==> config.mk <==
export PLATFORM = sky130hd
export DESIGN_NAME = repeated_box_detector_flat
export DESIGN_NICKNAME = d
export VERILOG_FILES = /design/src/rbd_pkg.sv /design/src/rbd_in_if.sv /design/src/rbd_out_if.sv /design/src/rbd_cfg_if.sv /design/src/repeated_box_detector.sv /design/src/rbd_queue.sv /design/src/rbd_front.sv /design/src/rbd_back.sv /design/src/flat_wrapper.sv
export SDC_FILE = /design/constraint.sdc
export NUM_CORES = 2
export LEC_CHECK = 0
export BUFFER_PORTS_ARGS = -buffer_cell sky130_fd_sc_hd__buf_2
export CORE_ASPECT_RATIO = 0.8
export CORE_UTILIZATION = 60
export CTS_CLUSTER_DIAMETER = 50
export DETAILED_ROUTE_END_ITERATION = 16
export PLACE_DENSITY_LB_ADDON = 0.12
export SKIP_CTS_REPAIR_TIMING = 1
export SYNTH_ARGS = -nofsm -noshare
export SYNTH_HDL_FRONTEND = slang
export SYNTH_SLANG_ARGS = --single-unit
==> constraint.sdc <==
create_clock -name clk -period 9.3 [get_ports clk]
set_input_delay 0.93 -clock clk [delete_from_list [all_inputs] [get_ports clk]]
set_output_delay 0.93 -clock clk [all_outputs]
set_load 0.02 [all_outputs]
==> src/rbd_pkg.sv <==
`timescale 1ns / 1ps
// ----------------------------------------------------------------------------
// rbd_pkg
// Shared types and constants of the repeated box detector.
// ----------------------------------------------------------------------------
package rbd_pkg;

  // configuration field widths
  localparam int LOC_BITS      = 13;
  localparam int SIZE_BITS     = 16;
  localparam int CFG_DATA_BITS = 16;
  localparam int CFG_IDX_BITS  = 2;

  typedef logic [CFG_IDX_BITS-1:0] cfg_idx_t;

  // register indexes
  localparam cfg_idx_t CFG_DETECT_ENABLE  = 2'd0;
  localparam cfg_idx_t CFG_LOCATION_LIMIT = 2'd1;
  localparam cfg_idx_t CFG_SIZE_LIMIT     = 2'd2;

  // reset values
  localparam logic                 DETECT_ENABLE_RST  = 1'b1;
  localparam logic [LOC_BITS-1:0]  LOCATION_LIMIT_RST = 13'd16;
  localparam logic [SIZE_BITS-1:0] SIZE_LIMIT_RST     = 16'd51;

  // back-end sequencer
  typedef enum logic [2:0] {
    BK_IDLE,
    BK_DIFF,
    BK_MUL,
    BK_SUM,
    BK_DECIDE
  } back_state_t;

endpackage

==> src/rbd_in_if.sv <==
`timescale 1ns / 1ps
// ----------------------------------------------------------------------------
// rbd_in_if
// Point channel: one detection point per item.
// ----------------------------------------------------------------------------
interface rbd_in_if #(
  parameter int COORD_BITS = 12
);
  logic                  valid;
  logic                  ready;
  logic [COORD_BITS-1:0] point_x;
  logic [COORD_BITS-1:0] point_y;
  logic                  last_point;
  logic                  empty_detection;

  modport source (output valid, point_x, point_y, last_point, empty_detection,
                  input ready);
  modport sink   (input valid, point_x, point_y, last_point, empty_detection,
                  output ready);
endinterface

==> src/rbd_out_if.sv <==
`timescale 1ns / 1ps
// ----------------------------------------------------------------------------
// rbd_out_if
// Result channel: one same/not-same flag per detection.
// ----------------------------------------------------------------------------
interface rbd_out_if;
  logic valid;
  logic ready;
  logic same_box;

  modport source (output valid, same_box, input ready);
  modport sink   (input valid, same_box, output ready);
endinterface

==> src/rbd_cfg_if.sv <==
`timescale 1ns / 1ps
// ----------------------------------------------------------------------------
// rbd_cfg_if
// Configuration write channel: register index and write data.
// ----------------------------------------------------------------------------
interface rbd_cfg_if;
  logic                               valid;
  logic                               ready;
  logic [rbd_pkg::CFG_IDX_BITS-1:0]   index;
  logic [rbd_pkg::CFG_DATA_BITS-1:0]  data;

  modport source (output valid, index, data, input ready);
  modport sink   (input valid, index, data, output ready);
endinterface

==> src/repeated_box_detector.sv <==
`timescale 1ns / 1ps
// ----------------------------------------------------------------------------
// repeated_box_detector
// Tracks the bounding box of each detection and flags boxes that repeat the
// stored reference box in location and size.
// ----------------------------------------------------------------------------
// Points are taken one per cycle while the two-entry job queue has room; a
// middle point yields no result. Each last point or empty detection queues
// one job. The back-end sequencer takes each box compare through the steps
// pop, centre difference, multiply, sum and decide; a job that reports 0
// directly needs only the pop step. Detections that end faster than the back
// end can finish them fill the queue and hold off new points. A result waits
// in the output register while the next job is worked on. Configuration
// writes are always taken, and must be made only while the block is idle.
module repeated_box_detector #(
  parameter int COORD_BITS     = 12,
  parameter int SIZE_FRAC_BITS = 8
) (
  input  logic       clk,
  input  logic       rst_n,
  rbd_in_if.sink     in_chan,
  rbd_out_if.source  out_chan,
  rbd_cfg_if.sink    cfg_chan
);
  import rbd_pkg::*;

  localparam int QW      = 4 * COORD_BITS + 3;
  localparam int Q_DEPTH = 2;

  logic                 detect_enable_r;
  logic [LOC_BITS-1:0]  location_limit_r;
  logic [SIZE_BITS-1:0] size_limit_r;

  logic          push, q_full, q_empty, pop;
  logic [QW-1:0] push_data, q_data;

  assign cfg_chan.ready = 1'b1;

  always_ff @(posedge clk) begin
    if (!rst_n) begin
      detect_enable_r  <= DETECT_ENABLE_RST;
      location_limit_r <= LOCATION_LIMIT_RST;
      size_limit_r     <= SIZE_LIMIT_RST;
    end else if (cfg_chan.valid && cfg_chan.ready) begin
      case (cfg_chan.index)
        CFG_DETECT_ENABLE:  detect_enable_r  <= cfg_chan.data[0];
        CFG_LOCATION_LIMIT: location_limit_r <= cfg_chan.data[LOC_BITS-1:0];
        CFG_SIZE_LIMIT:     size_limit_r     <= cfg_chan.data[SIZE_BITS-1:0];
        default: ;
      endcase
    end
  end

  rbd_front #(
    .COORD_BITS (COORD_BITS)
  ) u_front (
    .clk           (clk),
    .rst_n         (rst_n),
    .in_chan       (in_chan),
    .detect_enable (detect_enable_r),
    .push          (push),
    .push_data     (push_data),
    .q_full        (q_full)
  );

  rbd_queue #(
    .WIDTH (QW),
    .DEPTH (Q_DEPTH)
  ) u_queue (
    .clk       (clk),
    .rst_n     (rst_n),
    .push      (push),
    .push_data (push_data),
    .full      (q_full),
    .pop       (pop),
    .pop_data  (q_data),
    .empty     (q_empty)
  );

  rbd_back #(
    .COORD_BITS     (COORD_BITS),
    .SIZE_FRAC_BITS (SIZE_FRAC_BITS)
  ) u_back (
    .clk            (clk),
    .rst_n          (rst_n),
    .q_empty        (q_empty),
    .q_data         (q_data),
    .pop            (pop),
    .location_limit (location_limit_r),
    .size_limit     (size_limit_r),
    .out_chan       (out_chan)
  );
endmodule

==> src/rbd_queue.sv <==
`timescale 1ns / 1ps
// ----------------------------------------------------------------------------
// rbd_queue
// Small register FIFO between the front and the back end.
// ----------------------------------------------------------------------------
module rbd_queue #(
  parameter int WIDTH = 8,
  parameter int DEPTH = 2
) (
  input  logic             clk,
  input  logic             rst_n,
  input  logic             push,
  input  logic [WIDTH-1:0] push_data,
  output logic             full,
  input  logic             pop,
  output logic [WIDTH-1:0] pop_data,
  output logic             empty
);
  localparam int PTR_W = (DEPTH > 1) ? $clog2(DEPTH) : 1;
  localparam int CNT_W = $clog2(DEPTH + 1);

  logic [WIDTH-1:0] mem_r [DEPTH];
  logic [PTR_W-1:0] wr_ptr_r, wr_ptr_nxt;
  logic [PTR_W-1:0] rd_ptr_r, rd_ptr_nxt;
  logic [CNT_W-1:0] count_r, count_nxt;
  logic             do_push, do_pop;

  assign full     = (count_r == CNT_W'(DEPTH));
  assign empty    = (count_r == '0);
  assign pop_data = mem_r[rd_ptr_r];
  assign do_push  = push && !full;
  assign do_pop   = pop && !empty;

  always_comb begin
    wr_ptr_nxt = wr_ptr_r;
    rd_ptr_nxt = rd_ptr_r;
    count_nxt  = count_r;
    if (do_push) begin
      wr_ptr_nxt = (wr_ptr_r == PTR_W'(DEPTH - 1)) ? '0 : wr_ptr_r + 1'b1;
    end
    if (do_pop) begin
      rd_ptr_nxt = (rd_ptr_r == PTR_W'(DEPTH - 1)) ? '0 : rd_ptr_r + 1'b1;
    end
    if (do_push && !do_pop) begin
      count_nxt = count_r + 1'b1;
    end else if (do_pop && !do_push) begin
      count_nxt = count_r - 1'b1;
    end
  end

  always_ff @(posedge clk) begin
    if (!rst_n) begin
      wr_ptr_r <= '0;
      rd_ptr_r <= '0;
      count_r  <= '0;
    end else begin
      wr_ptr_r <= wr_ptr_nxt;
      rd_ptr_r <= rd_ptr_nxt;
      count_r  <= count_nxt;
    end
  end

  always_ff @(posedge clk) begin
    if (do_push) begin
      mem_r[wr_ptr_r] <= push_data;
    end
  end
endmodule

==> src/rbd_front.sv <==
`timescale 1ns / 1ps
// ----------------------------------------------------------------------------
// rbd_front
// Accepts points, tracks the running bounding box and queues one job per
// finished or empty detection.
// ----------------------------------------------------------------------------
module rbd_front #(
  parameter int COORD_BITS = 12
) (
  input  logic                     clk,
  input  logic                     rst_n,
  rbd_in_if.sink                   in_chan,
  input  logic                     detect_enable,
  output logic                     push,
  output logic [4*COORD_BITS+2:0]  push_data,
  input  logic                     q_full
);
  localparam int C = COORD_BITS;

  logic [C-1:0] min_x_r, max_x_r, min_y_r, max_y_r;
  logic [C-1:0] min_x_nxt, max_x_nxt, min_y_nxt, max_y_nxt;
  logic         collecting_r, collecting_nxt;
  logic         accept;
  logic         is_zero;
  logic [C:0]   cx2, cy2;
  logic [C-1:0] w, h;

  assign in_chan.ready = !q_full;
  assign accept        = in_chan.valid && in_chan.ready;

  // disabled or empty items bypass the box tracker entirely
  assign is_zero = !detect_enable || in_chan.empty_detection;

  always_comb begin
    min_x_nxt      = min_x_r;
    max_x_nxt      = max_x_r;
    min_y_nxt      = min_y_r;
    max_y_nxt      = max_y_r;
    collecting_nxt = collecting_r;
    push           = 1'b0;
    if (accept) begin
      if (is_zero) begin
        push = in_chan.last_point || in_chan.empty_detection;
      end else begin
        if (!collecting_r) begin
          min_x_nxt = in_chan.point_x;
          max_x_nxt = in_chan.point_x;
          min_y_nxt = in_chan.point_y;
          max_y_nxt = in_chan.point_y;
        end else begin
          if (in_chan.point_x < min_x_r) min_x_nxt = in_chan.point_x;
          if (in_chan.point_x > max_x_r) max_x_nxt = in_chan.point_x;
          if (in_chan.point_y < min_y_r) min_y_nxt = in_chan.point_y;
          if (in_chan.point_y > max_y_r) max_y_nxt = in_chan.point_y;
        end
        collecting_nxt = !in_chan.last_point;
        push           = in_chan.last_point;
      end
    end
  end

  assign cx2       = {1'b0, min_x_nxt} + {1'b0, max_x_nxt};
  assign cy2       = {1'b0, min_y_nxt} + {1'b0, max_y_nxt};
  assign w         = max_x_nxt - min_x_nxt;
  assign h         = max_y_nxt - min_y_nxt;
  assign push_data = {is_zero, cx2, cy2, w, h};

  always_ff @(posedge clk) begin
    if (!rst_n) begin
      collecting_r <= 1'b0;
    end else begin
      collecting_r <= collecting_nxt;
    end
  end

  always_ff @(posedge clk) begin
    min_x_r <= min_x_nxt;
    max_x_r <= max_x_nxt;
    min_y_r <= min_y_nxt;
    max_y_r <= max_y_nxt;
  end
endmodule

==> src/rbd_back.sv <==
`timescale 1ns / 1ps
// ----------------------------------------------------------------------------
// rbd_back
// Compares each finished box with the reference box, keeps the reference
// and drives the result register.
// ----------------------------------------------------------------------------
module rbd_back #(
  parameter int COORD_BITS     = 12,
  parameter int SIZE_FRAC_BITS = 8
) (
  input  logic                                clk,
  input  logic                                rst_n,
  input  logic                                q_empty,
  input  logic [4*COORD_BITS+2:0]             q_data,
  output logic                                pop,
  input  logic [rbd_pkg::LOC_BITS-1:0]        location_limit,
  input  logic [rbd_pkg::SIZE_BITS-1:0]       size_limit,
  rbd_out_if.source                           out_chan
);
  import rbd_pkg::*;

  localparam int C      = COORD_BITS;
  localparam int F      = SIZE_FRAC_BITS;
  localparam int SQ_W   = 2 * C + 2;
  localparam int DIST_W = 2 * C + 3;
  localparam int LL_W   = 2 * LOC_BITS;
  localparam int LIM_W  = 2 * LOC_BITS + 2;
  localparam int DL_W   = (DIST_W > LIM_W) ? DIST_W : LIM_W;
  localparam int AREA_W = 2 * C;
  localparam int SH_W   = 2 * C + F;
  localparam int PROD_W = SIZE_BITS + 2 * C;
  localparam int SZ_W   = (SH_W > PROD_W) ? SH_W : PROD_W;

  back_state_t st_r, st_nxt;

  logic             job_zero;
  logic [C:0]       job_cx2, job_cy2;
  logic [C-1:0]     job_w, job_h;

  logic [C:0]       j_cx2_r, j_cy2_r;
  logic [C-1:0]     j_w_r, j_h_r;
  logic [C:0]       adx_r, ady_r;
  logic [SQ_W-1:0]  dxsq_r, dysq_r;
  logic [LL_W-1:0]  llsq_r;
  logic [AREA_W-1:0] area_r, rarea_r, adiff_r;
  logic [DIST_W-1:0] dist_r;
  logic [LIM_W-1:0] lim_r;
  logic [PROD_W-1:0] prod_r;
  logic             rzero_r;

  logic             have_ref_r;
  logic [C:0]       ref_cx2_r, ref_cy2_r;
  logic [C-1:0]     ref_w_r, ref_h_r;

  logic             out_valid_r, out_valid_nxt;
  logic             same_r, same_nxt;

  logic             load, upd, slot_free;
  logic             loc_ok, size_ok, same_w;
  logic [SH_W-1:0]  shifted;

  assign {job_zero, job_cx2, job_cy2, job_w, job_h} = q_data;

  assign slot_free         = !out_valid_r || out_chan.ready;
  assign out_chan.valid    = out_valid_r;
  assign out_chan.same_box = same_r;

  assign shifted = {adiff_r, {F{1'b0}}};
  assign loc_ok  = DL_W'(dist_r) < DL_W'(lim_r);
  // an empty reference box only passes on a nonzero threshold
  assign size_ok = rzero_r ? (size_limit != '0) : (SZ_W'(shifted) < SZ_W'(prod_r));
  assign same_w  = have_ref_r && loc_ok && size_ok;

  always_comb begin
    st_nxt        = st_r;
    pop           = 1'b0;
    load          = 1'b0;
    upd           = 1'b0;
    out_valid_nxt = out_valid_r && !out_chan.ready;
    same_nxt      = same_r;
    case (st_r)
      BK_IDLE: begin
        if (!q_empty) begin
          if (job_zero) begin
            if (slot_free) begin
              pop           = 1'b1;
              out_valid_nxt = 1'b1;
              same_nxt      = 1'b0;
            end
          end else begin
            pop    = 1'b1;
            load   = 1'b1;
            st_nxt = BK_DIFF;
          end
        end
      end
      BK_DIFF:   st_nxt = BK_MUL;
      BK_MUL:    st_nxt = BK_SUM;
      BK_SUM:    st_nxt = BK_DECIDE;
      BK_DECIDE: begin
        if (slot_free) begin
          out_valid_nxt = 1'b1;
          same_nxt      = same_w;
          upd           = !same_w;
          st_nxt        = BK_IDLE;
        end
      end
      default:   st_nxt = BK_IDLE;
    endcase
  end

  always_ff @(posedge clk) begin
    if (!rst_n) begin
      st_r        <= BK_IDLE;
      out_valid_r <= 1'b0;
      same_r      <= 1'b0;
      have_ref_r  <= 1'b0;
      ref_cx2_r   <= '0;
      ref_cy2_r   <= '0;
      ref_w_r     <= '0;
      ref_h_r     <= '0;
    end else begin
      st_r        <= st_nxt;
      out_valid_r <= out_valid_nxt;
      same_r      <= same_nxt;
      if (upd) begin
        have_ref_r <= 1'b1;
        ref_cx2_r  <= j_cx2_r;
        ref_cy2_r  <= j_cy2_r;
        ref_w_r    <= j_w_r;
        ref_h_r    <= j_h_r;
      end
    end
  end

  // datapath, one step per state
  always_ff @(posedge clk) begin
    if (load) begin
      j_cx2_r <= job_cx2;
      j_cy2_r <= job_cy2;
      j_w_r   <= job_w;
      j_h_r   <= job_h;
    end
    if (st_r == BK_DIFF) begin
      adx_r <= (j_cx2_r >= ref_cx2_r) ? j_cx2_r - ref_cx2_r : ref_cx2_r - j_cx2_r;
      ady_r <= (j_cy2_r >= ref_cy2_r) ? j_cy2_r - ref_cy2_r : ref_cy2_r - j_cy2_r;
    end
    if (st_r == BK_MUL) begin
      dxsq_r  <= SQ_W'(adx_r) * SQ_W'(adx_r);
      dysq_r  <= SQ_W'(ady_r) * SQ_W'(ady_r);
      llsq_r  <= LL_W'(location_limit) * LL_W'(location_limit);
      area_r  <= AREA_W'(j_w_r) * AREA_W'(j_h_r);
      rarea_r <= AREA_W'(ref_w_r) * AREA_W'(ref_h_r);
    end
    if (st_r == BK_SUM) begin
      dist_r  <= DIST_W'(dxsq_r) + DIST_W'(dysq_r);
      lim_r   <= {llsq_r, 2'b00};
      adiff_r <= (area_r >= rarea_r) ? area_r - rarea_r : rarea_r - area_r;
      prod_r  <= PROD_W'(size_limit) * PROD_W'(rarea_r);
      rzero_r <= (rarea_r == '0);
    end
  end
endmodule

==> src/flat_wrapper.sv <==
// flat-port wrapper written by rule: the top's interface ports become plain ports
module repeated_box_detector_flat import rbd_pkg::*;
#(
  parameter int COORD_BITS     = 12,
  parameter int SIZE_FRAC_BITS = 8
)
  (clk, rst_n, in_chan_valid, in_chan_point_x, in_chan_point_y, in_chan_last_point, in_chan_empty_detection, in_chan_ready, out_chan_valid, out_chan_same_box, out_chan_ready, cfg_chan_valid, cfg_chan_index, cfg_chan_data, cfg_chan_ready);
  rbd_in_if #(.COORD_BITS(COORD_BITS)) in_chan_i ();
  rbd_out_if out_chan_i ();
  rbd_cfg_if cfg_chan_i ();
  input  logic clk;
  input  logic rst_n;
  input wire logic [$bits(in_chan_i.valid)-1:0] in_chan_valid;
  input wire logic [$bits(in_chan_i.point_x)-1:0] in_chan_point_x;
  input wire logic [$bits(in_chan_i.point_y)-1:0] in_chan_point_y;
  input wire logic [$bits(in_chan_i.last_point)-1:0] in_chan_last_point;
  input wire logic [$bits(in_chan_i.empty_detection)-1:0] in_chan_empty_detection;
  output wire logic [$bits(in_chan_i.ready)-1:0] in_chan_ready;
  output wire logic [$bits(out_chan_i.valid)-1:0] out_chan_valid;
  output wire logic [$bits(out_chan_i.same_box)-1:0] out_chan_same_box;
  input wire logic [$bits(out_chan_i.ready)-1:0] out_chan_ready;
  input wire logic [$bits(cfg_chan_i.valid)-1:0] cfg_chan_valid;
  input wire logic [$bits(cfg_chan_i.index)-1:0] cfg_chan_index;
  input wire logic [$bits(cfg_chan_i.data)-1:0] cfg_chan_data;
  output wire logic [$bits(cfg_chan_i.ready)-1:0] cfg_chan_ready;
  assign in_chan_i.valid = in_chan_valid;
  assign in_chan_i.point_x = in_chan_point_x;
  assign in_chan_i.point_y = in_chan_point_y;
  assign in_chan_i.last_point = in_chan_last_point;
  assign in_chan_i.empty_detection = in_chan_empty_detection;
  assign in_chan_ready = in_chan_i.ready;
  assign out_chan_valid = out_chan_i.valid;
  assign out_chan_same_box = out_chan_i.same_box;
  assign out_chan_i.ready = out_chan_ready;
  assign cfg_chan_i.valid = cfg_chan_valid;
  assign cfg_chan_i.index = cfg_chan_index;
  assign cfg_chan_i.data = cfg_chan_data;
  assign cfg_chan_ready = cfg_chan_i.ready;
  repeated_box_detector #(.COORD_BITS(COORD_BITS), .SIZE_FRAC_BITS(SIZE_FRAC_BITS)) u_core (.clk(clk), .rst_n(rst_n), .in_chan(in_chan_i), .out_chan(out_chan_i), .cfg_chan(cfg_chan_i));
endmodule
# --- After elaboration in Yosys (flattened, before gate mapping) ---
# Memory sizes are Yosys's and may differ from the RTL's. A register that Yosys moved wholly into a read port is not among the register bits.
# Cells that the tools add are included.
word_totals:
  regBits: 459
  latchBits: 0
  ramBits: 102
  romBits: 0
  input_bits: 49
  output_inout_bits: 4
  wordCells: 164
  mem_count: 1
op_classes:
  n_addsub: 15
  multipliers: 6
  n_div: 0
  order_cmp: 9
  n_eq_ne: 12
  n_shift: 0
  muxes: 52
  n_bitwise: 1
  reduce_logical: 33
mem_list:
  columns: ["memory", "depth", "width", "rd", "rd_ports_with_merged_regs", "write_ports", "line", "source"]
  rows:
  - ["u_core.u_queue.mem_r", 2, 51, 1, 1, 1, "rbd_queue.sv:22", "logic [WIDTH-1:0] mem_r [DEPTH];"]
ops:
  columns: ["op", "n"]
  rows:
  - ["$mux W12", 16]
  - ["$mul A13 B13 Y26", 3]
  - ["$sub A13 B13 Y13", 4]
  - ["$mul A12 B12 Y24", 2]
  - ["$sub A24 B24 Y24", 2]
  - ["$lt A32 B40 Y1", 1]
  - ["$mul A16 B24 Y40", 1]
  - ["$lt A27 B28 Y1", 1]
  - ["$add A26 B26 Y27", 1]
  - ["$add A12 B12 Y13", 2]
  - ["$ge A13 B13 Y1", 2]
  - ["$mux W13", 2]
  - ["$mux W1", 25]
  - ["$ge A24 B24 Y1", 1]
  - ["$gt A12 B12 Y1", 2]
  - ["$logic_not A24 Y1", 1]
  - ["$lt A12 B12 Y1", 2]
  - ["$mux W24", 1]
  - ["$sub A12 B12 Y12", 2]
  - ["$reduce_bool A16 Y1", 1]
  - ["$pmux W3 S5", 1]
  - ["$logic_not A1 Y1", 9]
  - ["$mux W3", 3]
  - ["$logic_and A1 B1 Y1", 8]
  - ["other kinds (20)", 35]

# --- Depth between registers and ports, before layout ---
logic_depth:
  depth_word: 10
  mapped_depth: 26
  depth_no_buf: 25

# --- Cells and area by module ---
# Synthesis repeated with hierarchy kept, for this count alone.
hier_totals:
  hier_cells: 6355
  area_unflattened_um2: 62750.2
by_module_without_submodules:
  columns: ["mod", "n_inst", "cells_per_inst", "area_per_inst_um2", "seq_area_each_um2"]
  rows:
  - ["rbd_back", 1, 5481, 52575.4, 10490.1]
  - ["rbd_front", 1, 565, 5053.6, 980.9]
  - ["rbd_queue", 1, 184, 3901.2, 3163.0]
  - ["repeated_box_detector", 1, 125, 1219.9, 600.6]

# --- Worst setup path before layout ---
# OpenSTA, ideal clock, no wires.
synth_path:
  kind: "reg2reg"
  start: "register u_core.u_back.st_r[1]"
  end: "register u_core.u_back.area_r[0] (enable)"
  setup_ns: 0.774
  arrival_ns: 9.213
  setup_slack_ns: -0.687
  path_stages_with_launch: 2
  n_path_buf: 0
  synth_period_minus_slack_ns: 9.987
  cell_sequence: "dfxtp_1 -> nor3b_1"
synth_via:
  elab_chain_cells: 1
synth_rtl:
  columns: ["item", "line", "source"]
  rows:
  - ["from (decl)", "rbd_back.sv:34", "back_state_t st_r, st_nxt;"]
  - ["from (signal assigned)", "rbd_back.sv:123", "st_r <= st_nxt;"]
  - ["$eq A3 B2 Y1", "rbd_back.sv:148", "if (st_r == BK_MUL) begin"]
  - ["to (signal assigned)", "rbd_back.sv:152", "area_r <= AREA_W'(j_w_r) * AREA_W'(j_h_r);"]
  - ["to (decl)", "rbd_back.sv:45", "logic [AREA_W-1:0] area_r, rarea_r, adiff_r;"]
# Every way passes these cells.
# A chain may end at the register's enable or synchronous reset.

# --- Worst setup path after layout ---
layout_path:
  start: "register u_core.size_limit_r[4]"
  end: "register u_core.u_back.prod_r[38], data pin"
layout_via:
  elab_chain_cells: 1
layout_rtl:
  columns: ["item", "line", "source"]
  rows:
  - ["from (decl)", "repeated_box_detector.sv:32", "logic [SIZE_BITS-1:0] size_limit_r;"]
  - ["from (signal assigned)", "repeated_box_detector.sv:48", "CFG_SIZE_LIMIT: size_limit_r <= cfg_chan.data[SIZE_BITS-1:0];"]
  - ["$mul A16 B24 Y40", "rbd_back.sv:159", "prod_r <= PROD_W'(size_limit) * PROD_W'(rarea_r);"]
  - ["to (signal assigned)", "rbd_back.sv:159", null]
  - ["to (decl)", "rbd_back.sv:48", "logic [PROD_W-1:0] prod_r;"]
# Every way passes these cells.

==> results.cfg <==
[final_layout]
final_nets = 7704
layout.cells.most_common = inv_1
fin_cells = 7607
drive_gt1_share_pct = 6.05
layout_common_cells = 1196 x inv_1, 807 x fa_1, 698 x ha_1
area_growth_pct = 6.74

[clocking]
cts-root-buf = clkbuf_16
clk_pin_slew_ps = 60
h-tree-depth = 3
clock_sinks = 546
cts_inserted_buffers = 77
insertion_delay_ps = 690
cts_tree = done
cts_buffer_depth = 3

[synthesis]
synth-edff-count = 408
ys_async_sr_fraction_pct = 0
seq_area_frac_synth_pct = 24.2
syn_avg_cell_area_um2 = 10.0
yosys_warnings = 0
ys_seq_elements = 546
synth_nets = 7759
synthCells = 6205
synthFlopType = edfxtp_1
yosysUniqueCellTypes = 83
syn_area_um2 = 62100

[drt]
drtIter0Drc = 2796
avgRoutedWirePerCell_um = 17.8
num_vias = 41416
ant_nets = 0
viasPerCell = 5.44
drc = 0
routed_wirelength_um = 135000
first_pass_iters = 5

[global_routing]
grt.total_usage_pct = 26.9
grt_max_degree = 90
grt_overflow_total = 0
grt_pass1_vias = 42953
grt_pass1_wl_um = 225000
antenna_found_initial = 5

[setup_path]
worstPathArrival_ps = 7820
startpoint = u_core.size_limit_r[4]$_SDFFE_PN1P_
start_kind = register
critPathMaxStageDelay_ps = 990
crit_fanout = 26
critPathCaptureType = register
crit_path_frequent_cell = fa_1
worstPathRequired_ps = 9690
reg2reg_from = u_core.size_limit_r[4]$_SDFFE_PN1P_
crit_chain = nand2_1, fa_1, inv_1, fa_1, inv_1, fa_1, inv_1, fa_1, inv_1, fa_1, fa_1, inv_1, ha_1, a21o_1, a311o_1, o31ai_2, a21boi_1, a211oi_2, a22oi_2, a211oi_2, o21ai_1, and4b_1, or3_1
criticalPathCategory = register to register
cp_slowest_cell = dfxtp_1

[sta]
setup_viol = 0
tightest_slew_ps = 1100
setup_tns_ps = 0
slew_violations = 0
fmax_ghz = 0.135
slew_headroom_pct = 26.7
period_needed_ps = 7430
rsz0062_at_grt = no
fin_worst_skew_ps = 50.0
post-route-period-util_pct = 79.9
hold_viol_final = 0
fin_ws_ps = 1870

[die]
std_cell_rows = 105
num_io_pins = 53
die-area_um2 = 105000
fp.dieW_um = 362
die_h_um = 290
initial_core_util_pct = 60.5
core-area_um2 = 103000

[placed_design]
preCtsSetupSlack_ps = 1940
place_inst = 7462
dp_hpwl_um = 105000
place_congestion = 0.901
io_buffers = 51

[min_path]
hold_class = register to register
worstHoldStart = u_core.u_back.llsq_r[14]$_DFFE_PN_

[job]
maxCapViolations = 0

[outcome]
status = finished, final reports clean
-- logic make-up after synthesis --
family                   synth area share, %
AND/OR/NAND/NOR                         12.4
flip-flops                              24.2
AO/OA/AOI/OAI                           7.57
buffers and inverters                   8.65
multiplexers                            3.55
other                                0.00604
XOR/XNOR                                3.55
adder cells (fa/ha/maj)                 40.1
-- worst paths after layout --
kind	end	slack [ps]	cells after the start
hold reg to reg	u_core.u_back.lim_r[16]$_DFFE_PP_	420	0
hold / removal	u_core.u_back.lim_r[16]$_DFFE_PP_	420	0
setup / recovery	u_core.u_back.prod_r[38]$_DFFE_PP_	1870	23
setup reg to reg	u_core.u_back.prod_r[38]$_DFFE_PP_	1870	23
-- metal layers --
metal  track usage (%)  vias to the layer above  share of wire, %
met5                 0                        -             0.033
met4              5.69                        6               1.8
met3              5.47                      179               7.2
met2              41.1                     1132                44
met1              39.6                    20396                47
li1                  -                    19703                 -
-- through the flow --
step	hold slack (ps)	utilization, %	instance area [um^2]
after floorplan	400	-	62100
after global placement	401	62.0	63600
after detailed placement	405	62.0	63600
after CTS	420	64.6	66300
after global routing	426	64.6	66300
final	419	64.6	66300
-- synth_stat cells (6+ instances only) --
| cell | instances | share of area (%) |
|---|---|---|
| ha_1 | 698 | 14 |
| fa_1 | 807 | 26 |
| buf_2 | 16 | 0.13 |
| and2_1 | 440 | 4.4 |
| xnor2_1 | 174 | 2.5 |
| nand2b_1 | 30 | 0.30 |
| o31ai_1 | 8 | 0.097 |
| nand4_1 | 25 | 0.25 |
| a31o_2 | 8 | 0.11 |
| a21o_1 | 100 | 1.2 |
| o21a_1 | 42 | 0.51 |
| nand2_1 | 647 | 3.9 |
| nor3_1 | 45 | 0.36 |
| mux2_2 | 108 | 2.0 |
| a31oi_1 | 24 | 0.24 |
| buf_1 | 7 | 0.042 |
| o211ai_1 | 14 | 0.17 |
| nand3b_1 | 6 | 0.073 |
| a21boi_0 | 37 | 0.45 |
| clkbuf_1 | 192 | 1.2 |
| o21ai_1 | 6 | 0.048 |
| or2_2 | 10 | 0.10 |
| a211oi_1 | 23 | 0.28 |
| inv_1 | 1196 | 7.2 |
| nand3_1 | 37 | 0.30 |
| o21ai_0 | 108 | 0.87 |
| o21bai_1 | 44 | 0.53 |
| a21oi_1 | 200 | 1.6 |
| edfxtp_1 | 408 | 20 |
| mux2i_1 | 99 | 1.6 |
| and3_1 | 17 | 0.17 |
| nor4_1 | 19 | 0.19 |
| or3_1 | 11 | 0.11 |
| xor2_1 | 78 | 1.1 |
| o41ai_1 | 7 | 0.099 |
| nor2_1 | 182 | 1.1 |
| nor2b_1 | 82 | 0.83 |
| a221oi_1 | 6 | 0.085 |
| dfxtp_1 | 138 | 4.4 |
-- worst max-delay path, delay by kind of cell, from the launching register on --
| kind | cells | cell delay (ps) |
|---|---|---|
| DFF | 1 | 990 |
| and+or+nand+nor | 3 | 750 |
| adders and majority gates | 7 | 3230 |
| AOI/OAI and AO/OA | 8 | 1900 |
| buffers and inverters | 5 | 280 |
-- sequential cells by signal, summed over array words and instances (netlist names), 13 cells and up, named ones only --
register / count
u_core.u_back.ref_cy2_r: 13
u_core.u_back.dysq_r: 24
u_core.u_back.rarea_r: 24
u_core.u_back.ady_r: 13
u_core.u_back.dist_r: 25
u_core.u_queue.mem_r: 98
u_core.u_back.area_r: 24
u_core.u_back.j_cy2_r: 13
u_core.u_back.adiff_r: 24
u_core.u_back.ref_cx2_r: 13
u_core.u_back.llsq_r: 25
u_core.location_limit_r: 13
u_core.size_limit_r: 16
u_core.u_back.j_cx2_r: 13
u_core.u_back.prod_r: 40
u_core.u_back.lim_r: 25
u_core.u_back.adx_r: 13
u_core.u_back.dxsq_r: 24
-- layout make-up --
cell class                      instances  area (um^2)
Tap cell                             1391         1740
Multi-Input combinational cell       4242        41800
Timing Repair Buffer                   87          526
Fill cell                            8268        36300
Clock buffer                           96         2070
Sequential cell                       546        15000
Inverter                             1196         4490
Antenna cell                            1         2.50
Clock inverter                         48          656
Power is left out: the tool's default activity adds up to more than one toggle a clock period on the data nets, which glitch-free logic cannot reach.
